[src/design/stps_pkg.sv]
// Shared constants and types for the moving-average position signal block.
`timescale 1ns / 1ps
`default_nettype none

package stps_pkg;

    // Ring of past samples
    localparam int RING_DEPTH = 64;
    localparam int RING_AW    = (RING_DEPTH > 1) ? $clog2(RING_DEPTH) : 1;

    // Field widths
    localparam int PRICE_W = 48;
    localparam int SUM_W   = 54;
    localparam int LEN_W   = 7;
    localparam int LIMIT_W = 4;
    localparam int POS_W   = 4;
    localparam int SCALE_W = PRICE_W + LEN_W;

    // Stream word widths
    localparam int S_DATA_W = 56;
    localparam int M_DATA_W = 64;

    // Window length cap: the smaller of the ring depth and 64
    localparam int WIN_MAX = 64;
    localparam int WIN_CAP = (RING_DEPTH < WIN_MAX) ? RING_DEPTH : WIN_MAX;

    // Index arithmetic width: holds values below twice the ring depth and any length
    localparam int IDX_W = ((RING_AW + 1) > LEN_W) ? (RING_AW + 1) : LEN_W;

    // Register indexes
    localparam logic REG_WINDOW_LENGTH  = 1'b0;
    localparam logic REG_POSITION_LIMIT = 1'b1;

    // Reset values of the registers
    localparam logic [LEN_W-1:0]   WINDOW_LENGTH_RST  = 7'd1;
    localparam logic [LIMIT_W-1:0] POSITION_LIMIT_RST = 4'd4;

    // Decision codes
    typedef enum logic [1:0] {
        ACT_NONE = 2'd0,
        ACT_BUY  = 2'd1,
        ACT_SELL = 2'd2
    } t_action;

endpackage

`default_nettype wire

[src/design/stps_ram.sv]
// Generic simple dual-port RAM with registered read (read-first on collision).
`timescale 1ns / 1ps
`default_nettype none

module stps_ram #(
    parameter int WIDTH = 8,
    parameter int DEPTH = 16,
    localparam int AW = (DEPTH > 1) ? $clog2(DEPTH) : 1
) (
    input  wire logic             i_clk,
    input  wire logic             i_we,
    input  wire logic [AW-1:0]    i_waddr,
    input  wire logic [WIDTH-1:0] i_wdata,
    input  wire logic             i_re,
    input  wire logic [AW-1:0]    i_raddr,
    output logic      [WIDTH-1:0] o_rdata
);

    logic [WIDTH-1:0] r_mem [DEPTH];
    logic [WIDTH-1:0] r_rdata;

    // Read returns the old contents when the same entry is written
    always_ff @(posedge i_clk) begin
        if (i_we) begin
            r_mem[i_waddr] <= i_wdata;
        end
        if (i_re) begin
            r_rdata <= r_mem[i_raddr];
        end
    end

    assign o_rdata = r_rdata;

endmodule

`default_nettype wire

[src/design/sma_threshold_position_signal.sv]
// Top level: moving-average threshold buy/sell signal with a ring of past prices.
`timescale 1ns / 1ps
`default_nettype none

// One price word per clock is accepted and one result word per clock leaves
// while the result side keeps taking words; an accepted word passes through
// the stage-1 registers into the output register. The accept stage writes the
// sample into the price ring and, in the same cycle on the RAM read port,
// fetches the entry that drops out of the window; it also forms price * length
// on the single 48x7 multiplier. The second stage updates the running sum and
// the position and decides; its result waits in the output register, and the
// input side keeps accepting as long as that register is free or being taken.
// The ring needs no clearing after reset: only entries written since reset
// or the last window_length write are ever read. Writing window_length clears
// the fill count and the sum; the ring and its write pointer keep their
// contents.
module sma_threshold_position_signal
    import stps_pkg::*;
(
    input  wire logic                i_clk,
    input  wire logic                i_rst_n,
    // Input stream
    input  wire logic                s_axis_tvalid,
    output logic                     s_axis_tready,
    // [47:0] price, [48] buy_allowed, [49] sell_allowed, [55:50] zero
    input  wire logic [S_DATA_W-1:0] s_axis_tdata,
    // Result stream
    output logic                     m_axis_tvalid,
    input  wire logic                m_axis_tready,
    // [1:0] action, [55:2] window_total, [56] average_ready,
    // [60:57] position_count, [63:61] zero
    output logic      [M_DATA_W-1:0] m_axis_tdata,
    // Configuration writes
    input  wire logic                i_cfg_we,
    input  wire logic                i_cfg_index,
    input  wire logic [LEN_W-1:0]    i_cfg_data
);

    // Registers
    logic [LEN_W-1:0]   r_window_length;
    logic [LIMIT_W-1:0] r_position_limit;
    logic [SUM_W-1:0]   r_sum,  n_sum;
    logic [LEN_W-1:0]   r_fill, n_fill;
    logic [RING_AW-1:0] r_wp,   n_wp;
    logic [POS_W-1:0]   r_pos,  n_pos;

    // Stage 1 (after accept)
    logic               r_s1_valid;
    logic [PRICE_W-1:0] r_s1_price;
    logic               r_s1_buy;
    logic               r_s1_sell;
    logic               r_s1_ready;
    logic [SCALE_W-1:0] r_s1_scaled;

    // Output register
    logic               r_m_valid;
    logic [1:0]         r_m_action;
    logic [SUM_W-1:0]   r_m_total;
    logic               r_m_ready;
    logic [POS_W-1:0]   r_m_pos;

    logic               w_accept;
    logic               w_s2_fire;
    logic               w_cfg_len;
    logic               w_cfg_limit;
    logic [LEN_W-1:0]   w_len;
    logic [IDX_W-1:0]   w_idx_raw;
    logic [IDX_W-1:0]   w_idx;
    logic [RING_AW-1:0] w_old_addr;
    logic [PRICE_W-1:0] w_in_price;
    logic [PRICE_W-1:0] w_old_price;
    logic               w_ready;
    t_action            n_action;
    logic [SUM_W-1:0]   n_total;

    assign w_in_price  = s_axis_tdata[PRICE_W-1:0];
    assign w_cfg_len   = i_cfg_we && (i_cfg_index == REG_WINDOW_LENGTH);
    assign w_cfg_limit = i_cfg_we && (i_cfg_index == REG_POSITION_LIMIT);

    // Handshake: stage 2 drains into a free or emptying output register
    assign w_s2_fire     = r_s1_valid && (!r_m_valid || m_axis_tready);
    assign s_axis_tready = !r_s1_valid || w_s2_fire;
    assign w_accept      = s_axis_tvalid && s_axis_tready;

    // Effective window length
    always_comb begin
        if (r_window_length == '0) begin
            w_len = LEN_W'(1);
        end else if (r_window_length > LEN_W'(WIN_CAP)) begin
            w_len = LEN_W'(WIN_CAP);
        end else begin
            w_len = r_window_length;
        end
    end

    // Ring index of the sample leaving the window: wp - len modulo depth
    always_comb begin
        w_idx_raw = IDX_W'(r_wp) + IDX_W'(RING_DEPTH) - IDX_W'(w_len);
        if (w_idx_raw >= IDX_W'(RING_DEPTH)) begin
            w_idx = w_idx_raw - IDX_W'(RING_DEPTH);
        end else begin
            w_idx = w_idx_raw;
        end
        w_old_addr = w_idx[RING_AW-1:0];
    end

    assign w_ready = (r_fill >= w_len);

    // Fill count and write pointer advance at accept
    always_comb begin
        n_fill = r_fill;
        n_wp   = r_wp;
        if (w_accept) begin
            n_fill = w_ready ? w_len : r_fill + LEN_W'(1);
            if (r_wp == RING_AW'(RING_DEPTH - 1)) begin
                n_wp = '0;
            end else begin
                n_wp = r_wp + RING_AW'(1);
            end
        end
    end

    // Price ring: write new sample, read outgoing sample in the same cycle
    stps_ram #(
        .WIDTH (PRICE_W),
        .DEPTH (RING_DEPTH)
    ) u_ring (
        .i_clk   (i_clk),
        .i_we    (w_accept),
        .i_waddr (r_wp),
        .i_wdata (w_in_price),
        .i_re    (w_accept),
        .i_raddr (w_old_addr),
        .o_rdata (w_old_price)
    );

    // Stage 2: decision, position and window sum
    always_comb begin
        n_action = ACT_NONE;
        n_total  = '0;
        n_pos    = r_pos;
        if (r_s1_ready) begin
            n_total = r_sum;
            n_sum   = r_sum - SUM_W'(w_old_price) + SUM_W'(r_s1_price);
            if (r_s1_scaled >= SCALE_W'(r_sum)) begin
                if ((r_pos < r_position_limit) && r_s1_buy) begin
                    n_action = ACT_BUY;
                    n_pos    = r_pos + POS_W'(1);
                end
            end else if ((r_pos != '0) && r_s1_sell) begin
                n_action = ACT_SELL;
                n_pos    = r_pos - POS_W'(1);
            end
        end else begin
            n_sum = r_sum + SUM_W'(r_s1_price);
        end
    end

    // Control state
    always_ff @(posedge i_clk) begin
        if (!i_rst_n) begin
            r_window_length  <= WINDOW_LENGTH_RST;
            r_position_limit <= POSITION_LIMIT_RST;
            r_sum            <= '0;
            r_fill           <= '0;
            r_wp             <= '0;
            r_pos            <= '0;
            r_s1_valid       <= 1'b0;
            r_m_valid        <= 1'b0;
        end else begin
            r_wp <= n_wp;
            if (w_cfg_len) begin
                r_window_length <= i_cfg_data;
                r_fill          <= '0;
                r_sum           <= '0;
            end else begin
                r_fill <= n_fill;
                if (w_s2_fire) begin
                    r_sum <= n_sum;
                end
            end
            if (w_cfg_limit) begin
                r_position_limit <= i_cfg_data[LIMIT_W-1:0];
            end
            if (w_s2_fire) begin
                r_pos <= n_pos;
            end
            if (w_accept) begin
                r_s1_valid <= 1'b1;
            end else if (w_s2_fire) begin
                r_s1_valid <= 1'b0;
            end
            if (w_s2_fire) begin
                r_m_valid <= 1'b1;
            end else if (m_axis_tready) begin
                r_m_valid <= 1'b0;
            end
        end
    end

    // Payload registers
    always_ff @(posedge i_clk) begin
        if (w_accept) begin
            r_s1_price  <= w_in_price;
            r_s1_buy    <= s_axis_tdata[PRICE_W];
            r_s1_sell   <= s_axis_tdata[PRICE_W+1];
            r_s1_ready  <= w_ready;
            r_s1_scaled <= SCALE_W'(w_in_price) * SCALE_W'(w_len);
        end
        if (w_s2_fire) begin
            r_m_action <= n_action;
            r_m_total  <= n_total;
            r_m_ready  <= r_s1_ready;
            r_m_pos    <= n_pos;
        end
    end

    assign m_axis_tvalid = r_m_valid;
    assign m_axis_tdata  = {3'b000, r_m_pos, r_m_ready, r_m_total, r_m_action};

    // Checks
    a_fill_bound: assert property (@(posedge i_clk) disable iff (!i_rst_n)
        r_fill <= w_len)
        else $error("fill count above window length");

    a_ring_hold: assert property (@(posedge i_clk) disable iff (!i_rst_n)
        (r_s1_valid && !w_s2_fire && !w_accept) |=> $stable(w_old_price))
        else $error("ring read data changed while stage 1 stalled");

    a_not_ready_quiet: assert property (@(posedge i_clk) disable iff (!i_rst_n)
        (r_m_valid && !r_m_ready) |-> (r_m_action == ACT_NONE && r_m_total == '0))
        else $error("decision made before window filled");

    a_buy_step: assert property (@(posedge i_clk) disable iff (!i_rst_n)
        (w_s2_fire && n_action == ACT_BUY) |=> (r_pos == $past(r_pos) + POS_W'(1)))
        else $error("buy did not raise position by one");

    a_sell_step: assert property (@(posedge i_clk) disable iff (!i_rst_n)
        (w_s2_fire && n_action == ACT_SELL) |=> (r_pos == $past(r_pos) - POS_W'(1)))
        else $error("sell did not lower position by one");

endmodule

`default_nettype wire

[config.mk]
export PLATFORM = sky130hd
export DESIGN_NAME = sma_threshold_position_signal
export DESIGN_NICKNAME = d
export VERILOG_FILES = /design/src/design/stps_pkg.sv /design/src/design/stps_ram.sv /design/src/design/sma_threshold_position_signal.sv
export SDC_FILE = /design/constraint.sdc
export NUM_CORES = 2
export LEC_CHECK = 0
export BUFFER_PORTS_ARGS = -buffer_cell sky130_fd_sc_hd__buf_2
export CAP_MARGIN = 20
export CORE_UTILIZATION = 60
export CTS_CLUSTER_DIAMETER = 40
export DETAILED_ROUTE_END_ITERATION = 6
export PLACE_DENSITY = 0.76
export SLEW_MARGIN = 25
export SYNTH_ARGS = -nofsm -noshare
export SYNTH_HDL_FRONTEND = slang
export SYNTH_SLANG_ARGS = --single-unit
[constraint.sdc]
create_clock -name i_clk -period 8.1 [get_ports i_clk]
set_clock_uncertainty 0.15 [all_clocks]
set_input_delay 0.81 -clock i_clk [delete_from_list [all_inputs] [get_ports i_clk]]
set_output_delay 0.81 -clock i_clk [all_outputs]
set_load 0.1 [all_outputs]
# Word-level counts from Yosys, hierarchy flattened
# Memory sizes are Yosys's and may differ from the RTL's. A register that Yosys moved wholly into a read port is not among the register bits.
# Cells that the tools add are included.
# W data, S select, Z words.
op_classes:
  eq_ne: 1
  n_div: 0
  n_mux: 19
  bitwise_logic: 2
  n_lt_le_gt_ge: 5
  multipliers: 1
  n_shift: 0
  addsub: 10
  reduce_logical: 15
ops:
  columns: ["operator", "n"]
  rows:
  - ["$add A54 B48 Y54", 2]
  - ["$ge A55 B54 Y1", 1]
  - ["$mul A48 B7 Y55", 1]
  - ["$mux W54", 1]
  - ["$sub A54 B48 Y54", 1]
  - ["$mux W7", 3]
  - ["$mux W4", 4]
  - ["$mux W6", 2]
  - ["$add A6 B7 Y7 const B", 1]
  - ["$add A7 B1 Y7 const B", 1]
  - ["$ge A7 B7 Y1", 1]
  - ["$ge A7 B7 Y1 const B", 1]
  - ["$gt A7 B7 Y1 const B", 1]
  - ["$logic_not A7 Y1", 1]
  - ["$mux W1", 7]
  - ["$sub A7 B7 Y7", 1]
  - ["$add A6 B1 Y6 const B", 1]
  - ["$eq A6 B6 Y1 const B", 1]
  - ["$logic_and A1 B1 Y1", 6]
  - ["$sub A6 B1 Y6 const B", 1]
  - ["$add A4 B1 Y4 const B", 1]
  - ["$lt A4 B4 Y1", 1]
  - ["$mux W2", 2]
  - ["$reduce_bool A2 Y1", 2]
  - ["6 further kinds", 9]
totals:
  reg_bits: 251
  memories: 1
  inputBits: 69
  elab_cells: 71
  ram_bits: 3072
  mem_bits_ro: 0
  latchBits: 0
  out_inout_bits: 66
mem_list:
  columns: ["memory", "depth", "width", "read_ports", "rd_clocked_by_memory_dff", "wr", "line", "rtl"]
  rows:
  - ["u_ring.r_mem", 64, 48, 1, 1, 1, "stps_ram.sv:19", "logic [WIDTH-1:0] r_mem [DEPTH];"]

# Depth between registers and ports, before layout
depth:
  depth_word: 7
  mapped_depth: 26
  mapped_depth_nobuf: 23

# Modules after synthesis
# Synthesis repeated with hierarchy kept, for this count alone.
hier_totals:
  hier_cells: 8187
  hier_area_um2: 146349.1
modules_own_cells:
  columns: ["module", "cells_per_inst", "area_per_inst_um2", "n_inst", "seq_area_each_um2"]
  rows:
  - ["stps_ram", 4970, 117597.8, 1, 93689.9]
  - ["sma_threshold_position_signal", 3217, 28751.3, 1, 6696.4]

# Worst setup path after synthesis
# No wires, ideal clock.
synth_path:
  path_type: "reg2reg"
  start: "register r_m_valid (netlist: m_axis_tvalid)"
  end: "register r_fill[3]"
  path_stages_with_launch: 9
  synth_period_minus_slack_ns: 7.391
  arrival_time_ns: 7.113
  path_slack_ns: 0.709
  cell_sequence: "dfxtp_1 > nor2b_1 > nand2_1 > nand2_1 > clkinv_1 > buf_1 > o21ai_0 > a21oi_1 > nor2_1"
synth_via:
  elab_chain_cells: 5
synth_lines:
  columns: ["element", "line", "rtl"]
  rows:
  - ["start: declaration", "sma_threshold_position_signal.sv:56", "logic r_m_valid;"]
  - ["start signal: assignment", "sma_threshold_position_signal.sv:169", "r_m_valid <= 1'b0;"]
  - ["start signal: assignment", "sma_threshold_position_signal.sv:194", "r_m_valid <= 1'b1;"]
  - ["start signal: assignment", "sma_threshold_position_signal.sv:196", "r_m_valid <= 1'b0;"]
  - ["$logic_not A1 Y1", "sma_threshold_position_signal.sv:81", "assign w_s2_fire = r_s1_valid && (!r_m_valid || m_axis_tready);"]
  - ["$logic_or A1 B1 Y1", "sma_threshold_position_signal.sv:81", null]
  - ["$logic_and A1 B1 Y1", "sma_threshold_position_signal.sv:81", null]
  - ["$logic_or A1 B1 Y1", "sma_threshold_position_signal.sv:82", "assign s_axis_tready = !r_s1_valid || w_s2_fire;"]
  - ["named net s_axis_tready", "sma_threshold_position_signal.sv:24", "output logic s_axis_tready,"]
  - ["$logic_and A1 B1 Y1", "sma_threshold_position_signal.sv:83", "assign w_accept = s_axis_tvalid && s_axis_tready;"]
  - ["named net u_ring.i_re", "stps_ram.sv:14", "input wire logic i_re,"]
  - ["end signal: assignment", "sma_threshold_position_signal.sv:177", "r_fill <= n_fill;"]
  - ["end: declaration", "sma_threshold_position_signal.sv:43", "logic [LEN_W-1:0] r_fill, n_fill;"]
# The timed path passes the listed nets, and every way through them passes these cells.
# A chain may end at the register's enable or synchronous reset.

# Final worst setup path
layout_path:
  start: "register r_window_length[6]"
  end: "register r_s1_scaled[52], data pin"
layout_via:
  elab_chain_cells: 4
  elab_cells_between_ends: 5
layout_lines:
  columns: ["element", "line", "rtl"]
  rows:
  - ["start: declaration", "sma_threshold_position_signal.sv:40", "logic [LEN_W-1:0] r_window_length;"]
  - ["start signal: assignment", "sma_threshold_position_signal.sv:173", "r_window_length <= i_cfg_data;"]
  - ["$gt A7 B7 Y1", "sma_threshold_position_signal.sv:89", "end else if (r_window_length > LEN_W'(WIN_CAP)) begin"]
  - ["$mux W7", "sma_threshold_position_signal.sv:89", null]
  - ["$mux W7 (*)", "sma_threshold_position_signal.sv:87", "if (r_window_length == '0) begin"]
  - ["$mul A48 B7 Y55 (*)", "sma_threshold_position_signal.sv:208", "r_s1_scaled <= SCALE_W'(w_in_price) * SCALE_W'(w_len);"]
  - ["end signal: assignment", "sma_threshold_position_signal.sv:208", null]
  - ["end: declaration", "sma_threshold_position_signal.sv:53", "logic [SCALE_W-1:0] r_s1_scaled;"]
# Mark *: on every way between the ends. The rest lies on a longest branch, timed or not.

==> flow_metrics.py <==
metrics = {
    "run_status": {
        "outcome": "finished, final reports clean",
    },
    "clock_network": {
        "cts-root-buf": "clkbuf_16",
        "hold_buffers": 14,
        "cts_buffers": 420,
        "cts-resized-gates": 0,
        "cts.path.max_buffers": 4,
        "cts.clk_slew.worst_paths_ns": 0.05,
        "cts_setup_buffers": 0,
        "insertion_delay_ns": 1.00,
        "clock-sinks": 3371,
        "cts_tree": "yes",
        "cts_max_level": 5,
    },
    "setup_path": {
        "cpLargestDelayFamily": "compound AO/OA/AOI/OAI gates",
        "r2r_setup_slack_ns": 0.80,
        "worstPathArrival_ns": 7.88,
        "cpPeakStageDelay_ns": 0.58,
        "reg2reg_depth": 20,
        "crit_top_cell": "fa_1",
        "end_kind": "flip-flop",
        "crit_buf_inv": 1,
        "path_class": "reg2reg",
        "slowest_stage": "o31ai_1",
        "cp.depth": 20,
        "required_ns": 8.68,
        "cp_cell_sequence": "nor2b_4, buf_4, and2_1, fa_1, fa_1, fa_1, fa_1, ha_1, o21ai_1, o311a_1, o31a_1, o21ai_1, a31o_1, a31oi_1, a21oi_1, nor4_1, o31ai_1, a21o_1, a21oi_2, xnor2_1",
        "setup.worst_path.start_class": "flip-flop",
        "cp_max_fo": 11,
    },
    "yosys": {
        "synth_area_leaders": "edfxtp_1 (68%), mux4_2 (15%), fa_1 (3.8%), ha_1 (2.2%), and2_1 (1.2%)",
        "synthCells": 7675,
        "synth-seq-cells": 3371,
        "ys_warn_count": 0,
        "yosysTopAreaCellShare": 0.677,
        "ys_types": 83,
        "ys_seq_area_frac": 0.688,
        "synthTopCellsByCount": "edfxtp_1 (3287), mux4_2 (960), inv_1 (435)",
        "ys.flop_type": "edfxtp_1",
        "yosys.area.top_type": "edfxtp_1",
        "postSynthAreaPerCell_um2": 19.0,
        "synth-edff-count": 3287,
        "async_flop_share": 0,
        "syn_area_mm2": 0.146,
        "post-synth-top-count-cell": "edfxtp_1",
    },
    "timing": {
        "tns_ns": 0,
        "finalSetupViolations": 0,
        "max_freq_mhz": 137,
        "slew_violations": 0,
        "period_needed_ns": 7.30,
        "finalHoldViolCount": 0,
        "worst_slew_pin_slew_ns": 1.20,
        "period_share": 0.901,
        "rsz0062_at_grt": "false",
        "slew_headroom": 0.201,
    },
    "grt": {
        "grt_max_degree": 123,
        "antenna_found_initial": 43,
        "grt_pass1_vias": 81936,
        "grt_first_pass_wirelength_mm": 573,
        "track_usage": 0.331,
        "grt-ovfl-total": 0,
    },
    "cells_and_area": {
        "multi_input_area_mm2": 0.0431,
        "drive_gt1_frac": 0.250,
        "syn_to_final_growth_pct": 14.0,
        "n_fill_cell": 14155,
        "seqCellArea_mm2": 0.100,
        "fin_cells": 11656,
        "final_net_count": 8733,
    },
    "routing": {
        "first_pass_iters": 7,
        "first_iter_violations": 11169,
        "wirelength_mm": 402,
        "wl_per_cell_um": 34.5,
        "vias": 79560,
        "viasPerCell": 6.83,
        "drt.antenna.violating_nets": 0,
        "route.detailed.drc": 0,
    },
    "placed_design": {
        "dp.cells": 10876,
        "io_buffers": 125,
        "hpwl_mm": 214,
        "globalplace.congestion": 0.910,
    },
    "job": {
        "maxCapViolations": 0,
    },
    "power": {
        "irDropWorstVdd_mv": 0.272,
        "power.leakage_nw": 57.0,
        "power_density_mw_per_mm2": 288,
    },
    "die": {
        "dieHeight_um": 495,
        "die_area_mm2": 0.245,
        "core_area_mm2": 0.241,
        "start_util": 0.605,
        "die_x_um": 495,
        "rows": 180,
        "io_pins": 135,
    },
    "worst_hold_path": {
        "hold_depth": 1,
        "hold_class": "in2reg",
    },
}
==> power breakdown <==
group	internal, mW	switching (mW)	leakage [nW]
clock network	11.2	7.50	6.66
registers	19.5	0.155	30.4
logic	3.95	5.56	19.9
==> logic make-up after synthesis <==
logic type | synth area share
compound gates | 0.0345
xor+xnor | 0.00913
fa+ha+maj | 0.0599
buf+inv | 0.0209
flops | 0.688
mux | 0.152
other cells | 0.0000257
simple gates | 0.0355
==> cell type report <==
| cell class | count | share of cell area |
|---|---|---|
| inverters | 437 | 0.00992 |
| clock inverters | 273 | 0.0178 |
| clock buffers | 480 | 0.0654 |
| repair buffers | 400 | 0.0204 |
| well taps | 3185 | 0.0240 |
| multi-input cells | 3503 | 0.259 |
| diodes | 7 | 0.000105 |
| flip-flops and latches | 3371 | 0.604 |
==> stage by stage <==
step | area, um^2 | hold WS [ns] | worst slack (ns) | power, mW | utilization
finish | 166000 | 0.0415 | 0.804 | 47.9 | 0.690
global route | 166000 | 0.0204 | 0.530 | 49.2 | 0.690
CTS | 166000 | 0.00292 | 0.790 | 47.9 | 0.689
detailed placement | 152000 | 0.315 | 0.350 | 29.2 | 0.631
global placement | 152000 | 0.310 | 0.441 | 29.0 | 0.630
floorplan | 146000 | 0.274 | 0.709 | 26.2 | -
==> per-layer routing <==
| layer | vias to the layer above | wire, um | GRT usage |
|---|---|---|---|
| met5 | - | 129 | 0 |
| met4 | 18 | 15600 | 0.126 |
| met3 | 999 | 46300 | 0.0800 |
| met2 | 5865 | 199000 | 0.545 |
| met1 | 41191 | 141000 | 0.430 |
| li1 | 31487 | - | - |
==> worst reg2reg max path: cells and delay by family, from the launching register on <==
family | cells | cell delay, ns
simple gates | 3 | 0.73
fa+ha+maj | 5 | 2.27
compound gates | 10 | 3.08
flops | 1 | 0.42
buf+inv | 1 | 0.29
xor+xnor | 1 | 0.12
==> cells in the final DEF (no fill, tap or decap), types with 14 or more instances in the layout <==
master         instances
a211oi_1              94
nand4_1               36
clkinv_1              45
a21o_1               120
dfxtp_1               83
o21bai_1              15
o21ai_1               32
a31oi_1               26
o21ai_0              102
clkbuf_16            427
clkinv_2              56
and3_1                25
nand2_1              232
buf_12                39
buf_4                209
nor2_1               162
clkbuf_1              53
nand2b_1              24
buf_2                124
clkinv_4              33
dlygate4sd3_1         14
mux2i_1               52
edfxtp_1            3287
xnor2_1               95
nor2b_1               84
a21oi_1              271
clkinvlp_4            46
mux4_2               960
ha_1                 251
fa_1                 278
bufinv_16             47
xor2_1                53
inv_1                433
nor2_4                65
nor3_1                23
nand3_1               48
inv_6                 29
and2_1               270
o21a_1                15
==> registers in the layout, indices dropped and copies added (netlist names) <==
register,flops
m_axis_tvalid,1
r_fill,7
r_m_action,2
r_m_pos,4
r_m_ready,1
r_m_total,54
r_pos,4
r_position_limit,4
r_s1_buy,1
r_s1_price,48
r_s1_ready,1
r_s1_scaled,55
r_s1_sell,1
r_s1_valid,1
r_sum,54
r_window_length,7
r_wp,6
u_ring.o_rdata,48
u_ring.r_mem,3072
==> final timing paths <==
kind / from / to
worst max-delay path: r_window_length[6] / r_s1_scaled[52]
worst min-delay path: s_axis_tdata[44] / r_s1_price[44]
worst max register to register: r_window_length[6] / r_s1_scaled[52]
worst min register to register: r_position_limit[0] / r_position_limit[0]
No activity file was read; power rests on OpenSTA's default activity.
